### config.mk
export PLATFORM = sky130hd
export DESIGN_NAME = audio_peak_limiter_core
export DESIGN_NICKNAME = d
export VERILOG_FILES = /design/src/hw/rtl/apl_pkg.sv /design/src/hw/rtl/apl_lane.sv /design/src/hw/rtl/apl_merge.sv /design/src/hw/rtl/apl_div.sv /design/src/hw/rtl/audio_peak_limiter_core.sv
export VERILOG_INCLUDE_DIRS = /design/src /design/src/hw/rtl
export SDC_FILE = /design/constraint.sdc
export NUM_CORES = 2
export LEC_CHECK = 0
export BUFFER_PORTS_ARGS = -buffer_cell sky130_fd_sc_hd__buf_2
export CAP_MARGIN = 20
export CORE_ASPECT_RATIO = 1.75
export CORE_MARGIN = 1
export CORE_UTILIZATION = 25
export DETAILED_ROUTE_END_ITERATION = 6
export HOLD_SLACK_MARGIN = 0.06
export MAX_ROUTING_LAYER = met4
export PLACE_DENSITY_LB_ADDON = 0.05
export SYNTH_ARGS = -nofsm -noshare
export SYNTH_HDL_FRONTEND = slang
export SYNTH_HIERARCHICAL = 1
export SYNTH_SLANG_ARGS = --single-unit
export TNS_END_PERCENT = 30
### constraint.sdc
create_clock -name clk_i -period 14.8 [get_ports clk_i]
set_clock_uncertainty 0.15 [all_clocks]
set_input_delay 1.48 -clock clk_i [delete_from_list [all_inputs] [get_ports clk_i]]
set_output_delay 1.48 -clock clk_i [all_outputs]
set_load 0.05 [all_outputs]
### src/hw/rtl/audio_peak_limiter_core_macros.svh
// Assertion helpers for the peak limiter core.
`ifndef AUDIO_PEAK_LIMITER_CORE_MACROS_SVH
`define AUDIO_PEAK_LIMITER_CORE_MACROS_SVH

// Check on every clock edge outside reset.
`define APL_ASSERT(lbl, prop, msg) \
  lbl: assert property (@(posedge clk_i) disable iff (!rst_ni) prop) else $error(msg);

// Check on every clock edge, reset included.
`define APL_ASSERT_ALWAYS(lbl, prop, msg) \
  lbl: assert property (@(posedge clk_i) prop) else $error(msg);

`endif

### src/hw/rtl/apl_pkg.sv
package apl_pkg;

  localparam int unsigned MAX_CHANNELS_DEF = 8;
  localparam int unsigned IN_FIELDS        = 8;
  localparam int unsigned SAMPLE_W         = 24;
  localparam int unsigned GAIN_W           = 24;
  localparam int unsigned HOLD_W           = 20;
  localparam int unsigned REL_W            = 20;
  localparam int unsigned CHAN_W           = 4;
  localparam int unsigned CFG_IDX_W        = 4;
  localparam int unsigned CFG_DATA_W       = 24;
  localparam int unsigned DIV_N_W          = 48;
  localparam int unsigned DIV_D_W          = 32;
  localparam int unsigned EXP_STEPS        = 30;

  localparam logic [CFG_IDX_W-1:0] CFG_GAIN    = 4'd0;
  localparam logic [CFG_IDX_W-1:0] CFG_HOLD    = 4'd1;
  localparam logic [CFG_IDX_W-1:0] CFG_RELEASE = 4'd2;
  localparam logic [CFG_IDX_W-1:0] CFG_CHAN    = 4'd3;

  localparam logic [23:0] ONE_Q23 = 24'h80_0000;
  localparam logic [31:0] ONE_Q30 = 32'h4000_0000;
  localparam logic [REL_W-1:0] REL_MIN = 20'd16;

  typedef enum logic [3:0] {
    ST_IDLE, ST_PEAK, ST_MERGE, ST_LEVEL, ST_TRIG, ST_DIVR, ST_LOGI,
    ST_LOGS, ST_DIVE, ST_EXPS, ST_FACT, ST_REL, ST_RELW, ST_OUTM
  } apl_state_e;

  typedef struct packed {
    logic               start;
    logic [DIV_N_W-1:0] dividend;
    logic [DIV_D_W-1:0] divisor;
  } apl_div_ctl_t;

  typedef struct packed {
    logic busy;
    logic done;
  } apl_div_stat_t;

  typedef logic [EXP_STEPS-1:0][31:0] exp_tab_t;

  // Floor square root by the bit-pair method.
  function automatic logic [63:0] isqrt64_f(logic [63:0] x);
    logic [63:0] v;
    logic [63:0] r;
    logic [63:0] b;
    v = x;
    r = '0;
    b = 64'h4000_0000_0000_0000;
    for (int k = 0; k < 32; k++) begin
      if (v >= r + b) begin
        v = v - (r + b);
        r = (r >> 1) + b;
      end else begin
        r = r >> 1;
      end
      b = b >> 2;
    end
    return r;
  endfunction

  // Terms 2^(2^-i), i = 1..30, in Q2.30, each the root of the one before.
  function automatic exp_tab_t exp_tab_f();
    exp_tab_t    t;
    logic [63:0] r;
    r = 64'h8000_0000;
    for (int k = 0; k < EXP_STEPS; k++) begin
      r = isqrt64_f(r << 30);
      t[k] = r[31:0];
    end
    return t;
  endfunction

  localparam exp_tab_t EXP_TAB = exp_tab_f();

endpackage

### src/hw/rtl/apl_lane.sv
module apl_lane (
  input  logic                          clk_i,
  input  logic                          load_i,
  input  logic                          active_i,
  input  logic [apl_pkg::SAMPLE_W-1:0]  sample_i,
  output logic [apl_pkg::SAMPLE_W-1:0]  mag_o
);
  import apl_pkg::*;

  logic [SAMPLE_W-1:0] mag_d, mag_q;

  // Take the magnitude; full-scale negative maps to exactly one.
  always_comb begin
    mag_d = sample_i[SAMPLE_W-1] ? (~sample_i + 1'b1) : sample_i;
    if (!active_i) mag_d = '0;
  end

  // Hold the lane result for the merge stage.
  always_ff @(posedge clk_i) begin
    if (load_i) mag_q <= mag_d;
  end

  assign mag_o = mag_q;
endmodule

### src/hw/rtl/apl_merge.sv
module apl_merge (
  input  logic                                      clk_i,
  input  logic                                      load_i,
  input  logic [apl_pkg::IN_FIELDS-1:0][apl_pkg::SAMPLE_W-1:0] mag_i,
  output logic [apl_pkg::SAMPLE_W-1:0]              peak_o
);
  import apl_pkg::*;

  logic [3:0][SAMPLE_W-1:0] lvl1;
  logic [1:0][SAMPLE_W-1:0] lvl2;
  logic [SAMPLE_W-1:0]      peak_d, peak_q;

  // Reduce the lanes pairwise in a three level tree.
  always_comb begin
    for (int k = 0; k < 4; k++) begin
      lvl1[k] = (mag_i[2*k] > mag_i[2*k+1]) ? mag_i[2*k] : mag_i[2*k+1];
    end
    for (int k = 0; k < 2; k++) begin
      lvl2[k] = (lvl1[2*k] > lvl1[2*k+1]) ? lvl1[2*k] : lvl1[2*k+1];
    end
    peak_d = (lvl2[0] > lvl2[1]) ? lvl2[0] : lvl2[1];
  end

  always_ff @(posedge clk_i) begin
    if (load_i) peak_q <= peak_d;
  end

  assign peak_o = peak_q;
endmodule

### src/hw/rtl/apl_div.sv
module apl_div (
  input  logic                          clk_i,
  input  logic                          rst_ni,
  input  apl_pkg::apl_div_ctl_t         ctl_i,
  output apl_pkg::apl_div_stat_t        stat_o,
  output logic [apl_pkg::DIV_N_W-1:0]   quot_o
);
  import apl_pkg::*;

  localparam int unsigned CNT_W = $clog2(DIV_N_W);
  localparam logic [CNT_W-1:0] LAST = CNT_W'(DIV_N_W - 1);

  logic [DIV_D_W-1:0] rem_q, rem_d;
  logic [DIV_N_W-1:0] quo_q, quo_d;
  logic [DIV_D_W-1:0] dvs_q;
  logic [CNT_W-1:0]   cnt_q;
  logic               busy_q, done_q;
  logic [DIV_D_W:0]   trial;
  logic               fit;

  // One restoring step: shift in a dividend bit, subtract if it fits.
  always_comb begin
    trial = {rem_q, quo_q[DIV_N_W-1]};
    fit   = (trial >= {1'b0, dvs_q});
    rem_d = fit ? DIV_D_W'(trial - {1'b0, dvs_q}) : trial[DIV_D_W-1:0];
    quo_d = {quo_q[DIV_N_W-2:0], fit};
  end

  always_ff @(posedge clk_i or negedge rst_ni) begin
    if (!rst_ni) begin
      busy_q <= 1'b0;
      done_q <= 1'b0;
      cnt_q  <= '0;
    end else begin
      done_q <= 1'b0;
      if (ctl_i.start) begin
        busy_q <= 1'b1;
        cnt_q  <= '0;
      end else if (busy_q) begin
        cnt_q <= cnt_q + 1'b1;
        if (cnt_q == LAST) begin
          busy_q <= 1'b0;
          done_q <= 1'b1;
        end
      end
    end
  end

  // Load operands on start, advance while busy.
  always_ff @(posedge clk_i) begin
    if (ctl_i.start) begin
      rem_q <= '0;
      quo_q <= ctl_i.dividend;
      dvs_q <= ctl_i.divisor;
    end else if (busy_q) begin
      rem_q <= rem_d;
      quo_q <= quo_d;
    end
  end

  assign stat_o.busy = busy_q;
  assign stat_o.done = done_q;
  assign quot_o      = quo_q;
endmodule

### src/hw/rtl/audio_peak_limiter_core.sv
// Channel  Handshake              Payload
// in       in_valid_i/in_stall_o  sample_ch0_i .. sample_ch7_i (Q1.23)
// out      out_valid_o/out_stall_i frame_gain_o (Q8.16)
// cfg      cfg_we_i               cfg_idx_i, cfg_data_i
//
// A frame that does not trip the limiter passes from accept through the peak,
// merge, level, trigger, release and output states, plus a release-write state
// when it takes a release step. A new peak adds two 48-step passes of the serial
// divider (reciprocal, then log over release length), 30 log squarings and
// 30 exp products; the squarings and products share the one 32x32 multiplier.
// One frame is in flight at a time; the next is taken once the result is
// registered, even while that result is still stalled.
// Reset clears the state and loads the register defaults; no clearing pass.
module audio_peak_limiter_core #(
  parameter int unsigned MAX_CHANNELS = apl_pkg::MAX_CHANNELS_DEF
) (
  input  logic                           clk_i,
  input  logic                           rst_ni,
  input  logic                           in_valid_i,
  output logic                           in_stall_o,
  input  logic [apl_pkg::SAMPLE_W-1:0]   sample_ch0_i,
  input  logic [apl_pkg::SAMPLE_W-1:0]   sample_ch1_i,
  input  logic [apl_pkg::SAMPLE_W-1:0]   sample_ch2_i,
  input  logic [apl_pkg::SAMPLE_W-1:0]   sample_ch3_i,
  input  logic [apl_pkg::SAMPLE_W-1:0]   sample_ch4_i,
  input  logic [apl_pkg::SAMPLE_W-1:0]   sample_ch5_i,
  input  logic [apl_pkg::SAMPLE_W-1:0]   sample_ch6_i,
  input  logic [apl_pkg::SAMPLE_W-1:0]   sample_ch7_i,
  output logic                           out_valid_o,
  input  logic                           out_stall_i,
  output logic [apl_pkg::GAIN_W-1:0]     frame_gain_o,
  input  logic                           cfg_we_i,
  input  logic [apl_pkg::CFG_IDX_W-1:0]  cfg_idx_i,
  input  logic [apl_pkg::CFG_DATA_W-1:0] cfg_data_i
);
  import apl_pkg::*;
  `include "audio_peak_limiter_core_macros.svh"

  localparam int unsigned NLANE = (MAX_CHANNELS < IN_FIELDS) ? MAX_CHANNELS : IN_FIELDS;
  localparam logic [CHAN_W:0] NLANE_C = (CHAN_W+1)'(NLANE);

  apl_state_e state_q, state_d;

  logic [GAIN_W-1:0]  gain_q;
  logic [HOLD_W-1:0]  hold_cfg_q;
  logic [REL_W-1:0]   rel_cfg_q;
  logic [CHAN_W-1:0]  chan_q;

  logic [23:0]  att_q, prev_q;
  logic [HOLD_W-1:0] hold_q;
  logic [31:0]  factor_q, level_q, res_q;
  logic [30:0]  m_q;
  logic [32:0]  l_q;
  logic [29:0]  e_q;
  logic [4:0]   it_q;
  logic [55:0]  prod_q;
  logic         out_valid_q;
  logic [GAIN_W-1:0] out_q;

  logic [IN_FIELDS-1:0][SAMPLE_W-1:0] samples, mags;
  logic [SAMPLE_W-1:0] peak;
  logic [CHAN_W:0]     n_act;
  logic                accept, slot_free, trig, last_it;
  logic                lane_load, merge_load;
  logic [31:0]         mul_a, mul_b;
  logic [63:0]         mul_p;
  apl_div_ctl_t        div_ctl;
  apl_div_stat_t       div_st;
  logic [DIV_N_W-1:0]  div_q;
  logic [REL_W-1:0]    rel_eff;
  logic [2:0]          top_off;
  logic [31:0]         sq;
  logic [56:0]         rel_sum;
  logic [26:0]         rel_a;
  logic [24:0]         g_raw;

  assign samples = {sample_ch7_i, sample_ch6_i, sample_ch5_i, sample_ch4_i,
                    sample_ch3_i, sample_ch2_i, sample_ch1_i, sample_ch0_i};

  assign accept    = in_valid_i && !in_stall_o;
  assign slot_free = !out_valid_q || !out_stall_i;
  assign n_act     = ({1'b0, chan_q} > NLANE_C) ? NLANE_C : {1'b0, chan_q};
  assign rel_eff   = (rel_cfg_q < REL_MIN) ? REL_MIN : rel_cfg_q;
  assign mul_p     = mul_a * mul_b;
  assign trig      = mul_p[55:0] > 56'h4000_0000_0000;
  assign last_it   = (it_q == 5'(EXP_STEPS - 1));
  assign sq        = mul_p[61:30];
  assign rel_sum   = {1'b0, prod_q} + 57'(ONE_Q30 - 32'd1);
  assign rel_a     = rel_sum[56:30];
  assign g_raw     = mul_p[47:23];

  // Lanes: one magnitude per channel, then the max tree.
  for (genvar i = 0; i < IN_FIELDS; i++) begin : g_lane
    apl_lane u_lane (
      .clk_i    (clk_i),
      .load_i   (lane_load),
      .active_i ((i < NLANE) && ((CHAN_W+1)'(i) < n_act)),
      .sample_i (samples[i]),
      .mag_o    (mags[i])
    );
  end

  apl_merge u_merge (
    .clk_i  (clk_i),
    .load_i (merge_load),
    .mag_i  (mags),
    .peak_o (peak)
  );

  apl_div u_div (
    .clk_i  (clk_i),
    .rst_ni (rst_ni),
    .ctl_i  (div_ctl),
    .stat_o (div_st),
    .quot_o (div_q)
  );

  // Find the leading bit of the level among bits 30..23.
  always_comb begin
    top_off = '0;
    for (int k = 0; k < 8; k++) begin
      if (level_q[23+k]) top_off = 3'(k);
    end
  end

  // Next state.
  always_comb begin
    state_d = state_q;
    case (state_q)
      ST_IDLE:  if (accept) state_d = ST_PEAK;
      ST_PEAK:  state_d = ST_MERGE;
      ST_MERGE: state_d = ST_LEVEL;
      ST_LEVEL: state_d = ST_TRIG;
      ST_TRIG:  state_d = trig ? ST_DIVR : ST_REL;
      ST_DIVR:  if (div_st.done) state_d = ST_LOGI;
      ST_LOGI:  state_d = ST_LOGS;
      ST_LOGS:  if (last_it) state_d = ST_DIVE;
      ST_DIVE:  if (div_st.done) state_d = ST_EXPS;
      ST_EXPS:  if (last_it) state_d = ST_FACT;
      ST_FACT:  state_d = ST_REL;
      ST_REL: begin
        if (hold_q == '0 && factor_q != '0) state_d = ST_RELW;
        else state_d = ST_OUTM;
      end
      ST_RELW:  state_d = ST_OUTM;
      ST_OUTM:  if (slot_free) state_d = ST_IDLE;
      default:  state_d = ST_IDLE;
    endcase
  end

  // Control outputs and multiplier operands.
  always_comb begin
    in_stall_o       = (state_q != ST_IDLE);
    lane_load        = accept;
    merge_load       = (state_q == ST_PEAK);
    div_ctl.start    = 1'b0;
    div_ctl.dividend = {{(DIV_N_W-33){1'b0}}, l_q};
    div_ctl.divisor  = {{(DIV_D_W-REL_W){1'b0}}, rel_eff};
    mul_a = '0;
    mul_b = '0;
    case (state_q)
      ST_LEVEL: begin
        mul_a = {8'b0, peak};
        mul_b = {8'b0, gain_q};
      end
      ST_TRIG: begin
        mul_a = level_q;
        mul_b = {8'b0, att_q};
        div_ctl.start    = trig;
        div_ctl.dividend = DIV_N_W'(1) << 46;
        div_ctl.divisor  = level_q;
      end
      ST_LOGS: begin
        mul_a = {1'b0, m_q};
        mul_b = {1'b0, m_q};
        // Start the divide with the last log bit included.
        div_ctl.start    = last_it;
        div_ctl.dividend = DIV_N_W'({l_q[31:0], sq[31]});
      end
      ST_EXPS: begin
        mul_a = res_q;
        mul_b = EXP_TAB[it_q];
      end
      ST_REL: begin
        mul_a = {8'b0, att_q};
        mul_b = factor_q;
      end
      ST_OUTM: begin
        mul_a = {8'b0, prev_q};
        mul_b = {8'b0, gain_q};
      end
      default: ;
    endcase
  end

  // State, registers and datapath.
  always_ff @(posedge clk_i or negedge rst_ni) begin
    if (!rst_ni) begin
      state_q     <= ST_IDLE;
      gain_q      <= 24'd65536;
      hold_cfg_q  <= 20'd1200;
      rel_cfg_q   <= 20'd4800;
      chan_q      <= 4'd2;
      att_q       <= ONE_Q23;
      hold_q      <= '0;
      factor_q    <= '0;
      out_valid_q <= 1'b0;
    end else begin
      state_q <= state_d;
      if (cfg_we_i) begin
        case (cfg_idx_i)
          CFG_GAIN:    gain_q     <= cfg_data_i;
          CFG_HOLD:    hold_cfg_q <= cfg_data_i[HOLD_W-1:0];
          CFG_RELEASE: rel_cfg_q  <= cfg_data_i[REL_W-1:0];
          CFG_CHAN:    chan_q     <= cfg_data_i[CHAN_W-1:0];
          default: ;
        endcase
      end
      if (out_valid_q && !out_stall_i) out_valid_q <= 1'b0;
      case (state_q)
        ST_DIVR: if (div_st.done) begin
          att_q  <= div_q[23:0];
          hold_q <= hold_cfg_q;
        end
        ST_FACT: factor_q <= (res_q <= ONE_Q30) ? (ONE_Q30 + 32'd1) : res_q;
        ST_REL:  if (hold_q != '0) hold_q <= hold_q - 1'b1;
        ST_RELW: begin
          if (rel_a > 27'(ONE_Q23)) begin
            factor_q <= '0;
            att_q    <= ONE_Q23;
          end else begin
            att_q <= rel_a[23:0];
          end
        end
        ST_OUTM: if (slot_free) out_valid_q <= 1'b1;
        default: ;
      endcase
    end
  end

  // Payload and iteration registers.
  always_ff @(posedge clk_i) begin
    case (state_q)
      ST_LEVEL: level_q <= mul_p[47:16];
      ST_LOGI: begin
        m_q  <= 31'(level_q[30:0] << (3'd7 - top_off));
        l_q  <= {30'b0, top_off};
        it_q <= '0;
      end
      ST_LOGS: begin
        m_q  <= sq[31] ? sq[31:1] : sq[30:0];
        l_q  <= {l_q[31:0], sq[31]};
        it_q <= it_q + 1'b1;
      end
      ST_DIVE: begin
        e_q   <= div_q[29:0];
        res_q <= ONE_Q30;
        it_q  <= '0;
      end
      ST_EXPS: begin
        if (e_q[5'(EXP_STEPS - 1) - it_q]) res_q <= sq;
        it_q <= it_q + 1'b1;
      end
      ST_REL: begin
        prev_q <= att_q;
        prod_q <= mul_p[55:0];
      end
      ST_OUTM: if (slot_free) out_q <= g_raw[24] ? {GAIN_W{1'b1}} : g_raw[23:0];
      default: ;
    endcase
  end

  assign out_valid_o  = out_valid_q;
  assign frame_gain_o = out_q;

  `APL_ASSERT(a_att_range, (att_q != '0) && (att_q <= ONE_Q23), "attenuation out of range")
  `APL_ASSERT(a_div_done_state, div_st.done |-> (state_q == ST_DIVR || state_q == ST_DIVE), "divider result with no consumer")
  `APL_ASSERT(a_factor_above_one, (state_q == ST_FACT) |=> (factor_q > ONE_Q30), "release factor not above one")
  `APL_ASSERT_ALWAYS(a_busy_stall, div_st.busy |-> in_stall_o, "input taken while divider busy")
endmodule
==> results.ini <==
[grt]
antenna_found_initial=29
grt_start_max_net_pins=76
grt_pass1_wl_um=541300
grt_pass1_vias=68699
track_usage_pct=24.89
grt_overflow=0

[routing]
firstDrtPassIters=6
via_count=63598
viasPerCell=4.976
drt_iter0_markers=3804
postRouteAntennaNets=0
wire_per_inst_um=30.68
routed_wl_um=392000
drc_errors=0

[synthesis]
post_synth_inst_count=8390
yosysWarningCount=6
syn_avg_cell_area_um2=9.481
synth_area_um2=79550

[die]
fp-row-count=273
die_width_um=428.4
die_h_um=748.2
ios=251
start_util_pct=25.15
fp.coreArea_um2=316300
die_area_um2=320500

[worst_setup_path]
start_kind=register
arrival_ns=14.61
slowest_stage=a31oi_1
criticalPathCategory=reg2reg
ff2ff_path_depth=37
crit_top_cell=fa_1
ff2ff_setup_slack_ns=0.64
path_max_fanout=50
worstPathRequired_ns=15.25
slowest_delay_ns=0.75
end_kind=register

[sta]
setup_viol=0
max_clock_freq_mhz=70.64
fin_ws_ns=0.6440
period_needed_ns=14.16
worst_pin_slew_ns=1.188
rsz0062_at_grt=no
drv_slew=0
hold_violations=0
fin_tns_setup_ns=0
period_share_pct=95.65
max_slew_margin_pct=18.55

[placement]
dpl.cell_count=12574
dp_worst_setup_slack_ns=0.8938
place_hpwl_um=324800
io_buffers=250
place.gp.congestion=0.9751

[finish]
final_cells=12780
fillers=33811
syn2layout_area_growth_pct=12.45
drive_gt1_share_pct=10.94
nNetsFinal=10125

[clock_tree]
clkLatencyLatePin_ns=0.72
clock-sinks=781
postCtsSetupRepairBufs=0
hold_buffers=0
cts_tree=yes
root_buffer=clkbuf_16
clock_path_buffers=3
h-tree-depth=3
cts-buffers-inserted=82
clk_pin_slew_ns=0.07
cts_resized=0

[status]
status=finished clean

[power]
leakagePower_uw=0.03911
ir_drop_uv=219.8
p_per_area_nw_per_um2=244.1

[flow_run]
maxCapViolations=0

[hold_path]
hold_path_depth=0
hp-class=reg2reg

-- per-layer routing --
metal	vias up	GRT usage, %	wire (µm)
met5	-	-	0
met4	0	16.21	30560
met3	770	2.007	10950
met2	1755	49.22	224400
met1	32675	22.37	126200
li1	28398	-	-
-- worst paths after layout --
path | from | end
worst max-delay path | state_q[1]$_DFFE_PN0P_ | u_div/rem_q[26]$_SDFFE_PP0P_
max in group asynchronous | rst_ni | att_q[10]$_DFFE_PN0P_
worst min register to register | u_div/quot_o[28]$_DFFE_PP_ | e_q[28]$_DFFE_PP_
min in group asynchronous | rst_ni | gain_q[20]$_DFFE_PN0P_
worst max register to register | state_q[1]$_DFFE_PN0P_ | u_div/rem_q[26]$_SDFFE_PP0P_
worst min-delay path | u_div/quot_o[28]$_DFFE_PP_ | e_q[28]$_DFFE_PP_
-- flip-flops by register name (all words and copies together), names as in the netlist, 30 cells and up, named ones only --
signal	flops
e_q	30
factor_q	32
g_lane.u_lane/mag_o	192
l_q	33
level_q	32
m_q	31
prod_q	56
res_q	32
u_div/dvs_q	32
u_div/quot_o	48
u_div/rem_q	32
-- stage by stage --
stage               cell area, µm²  power (µW)  hold slack, ns  utilization, %
global route                 89440       23020          0.3329           28.28
floorplan                    79620       12200          0.2722               -
detailed placement           86590       19650          0.3017           27.38
global placement             86360       19720          0.2993           27.30
finish                       89450       21840          0.3089           28.28
CTS                          89290       22100          0.3184           28.23
-- power breakdown --
| group | switching [µW] | total (µW) | internal (µW) |
|---|---|---|---|
| combinational | 10700 | 15300 | 4690 |
| clock | 1050 | 2220 | 1170 |
| sequential | 764 | 4270 | 3510 |
-- worst max-delay path, delay by kind of cell (launching register included) --
kind	cells	cell delay [ns]
flip-flops	1	0.70
adder cells (fa/ha/maj)	9	4.44
multiplexers	1	0.18
AO/OA/AOI/OAI	11	3.50
AND/OR/NAND/NOR	7	3.00
buffers and inverters	9	2.00
-- area by class of cell --
| type | count | area, µm² | area share [%] |
|---|---|---|---|
| Inverter | 1246 | 4682 | 5.234 |
| Clock buffer | 96 | 2167 | 2.423 |
| Multi-Input combinational cell | 5923 | 51310 | 57.36 |
| Timing Repair Buffer | 500 | 3398 | 3.799 |
| Clock inverter | 56 | 533.0 | 0.5959 |
| Antenna cell | 53 | 132.6 | 0.1483 |
| Sequential cell | 781 | 22070 | 24.67 |
| Tap cell | 4125 | 5161 | 5.770 |
-- cell usage in the layout (no fill, tap or decap), types with 84 or more instances in the layout --
cell and instances:
inv_1 1235, nand2_1 938, fa_1 896, nor2_1 816
edfxtp_1 563, ha_1 470, a21oi_1 298, mux2i_1 253
buf_2 249, buf_4 228, o21ai_0 195, and2_1 169
xnor2_1 155, nand4_1 151, dfrtp_1 146, mux2_2 141
a21o_1 102, nand3_1 101, nor3_1 98, a22oi_1 91
nor4_1 84, clkbuf_16 84
Power figures use the tool's default switching activity.
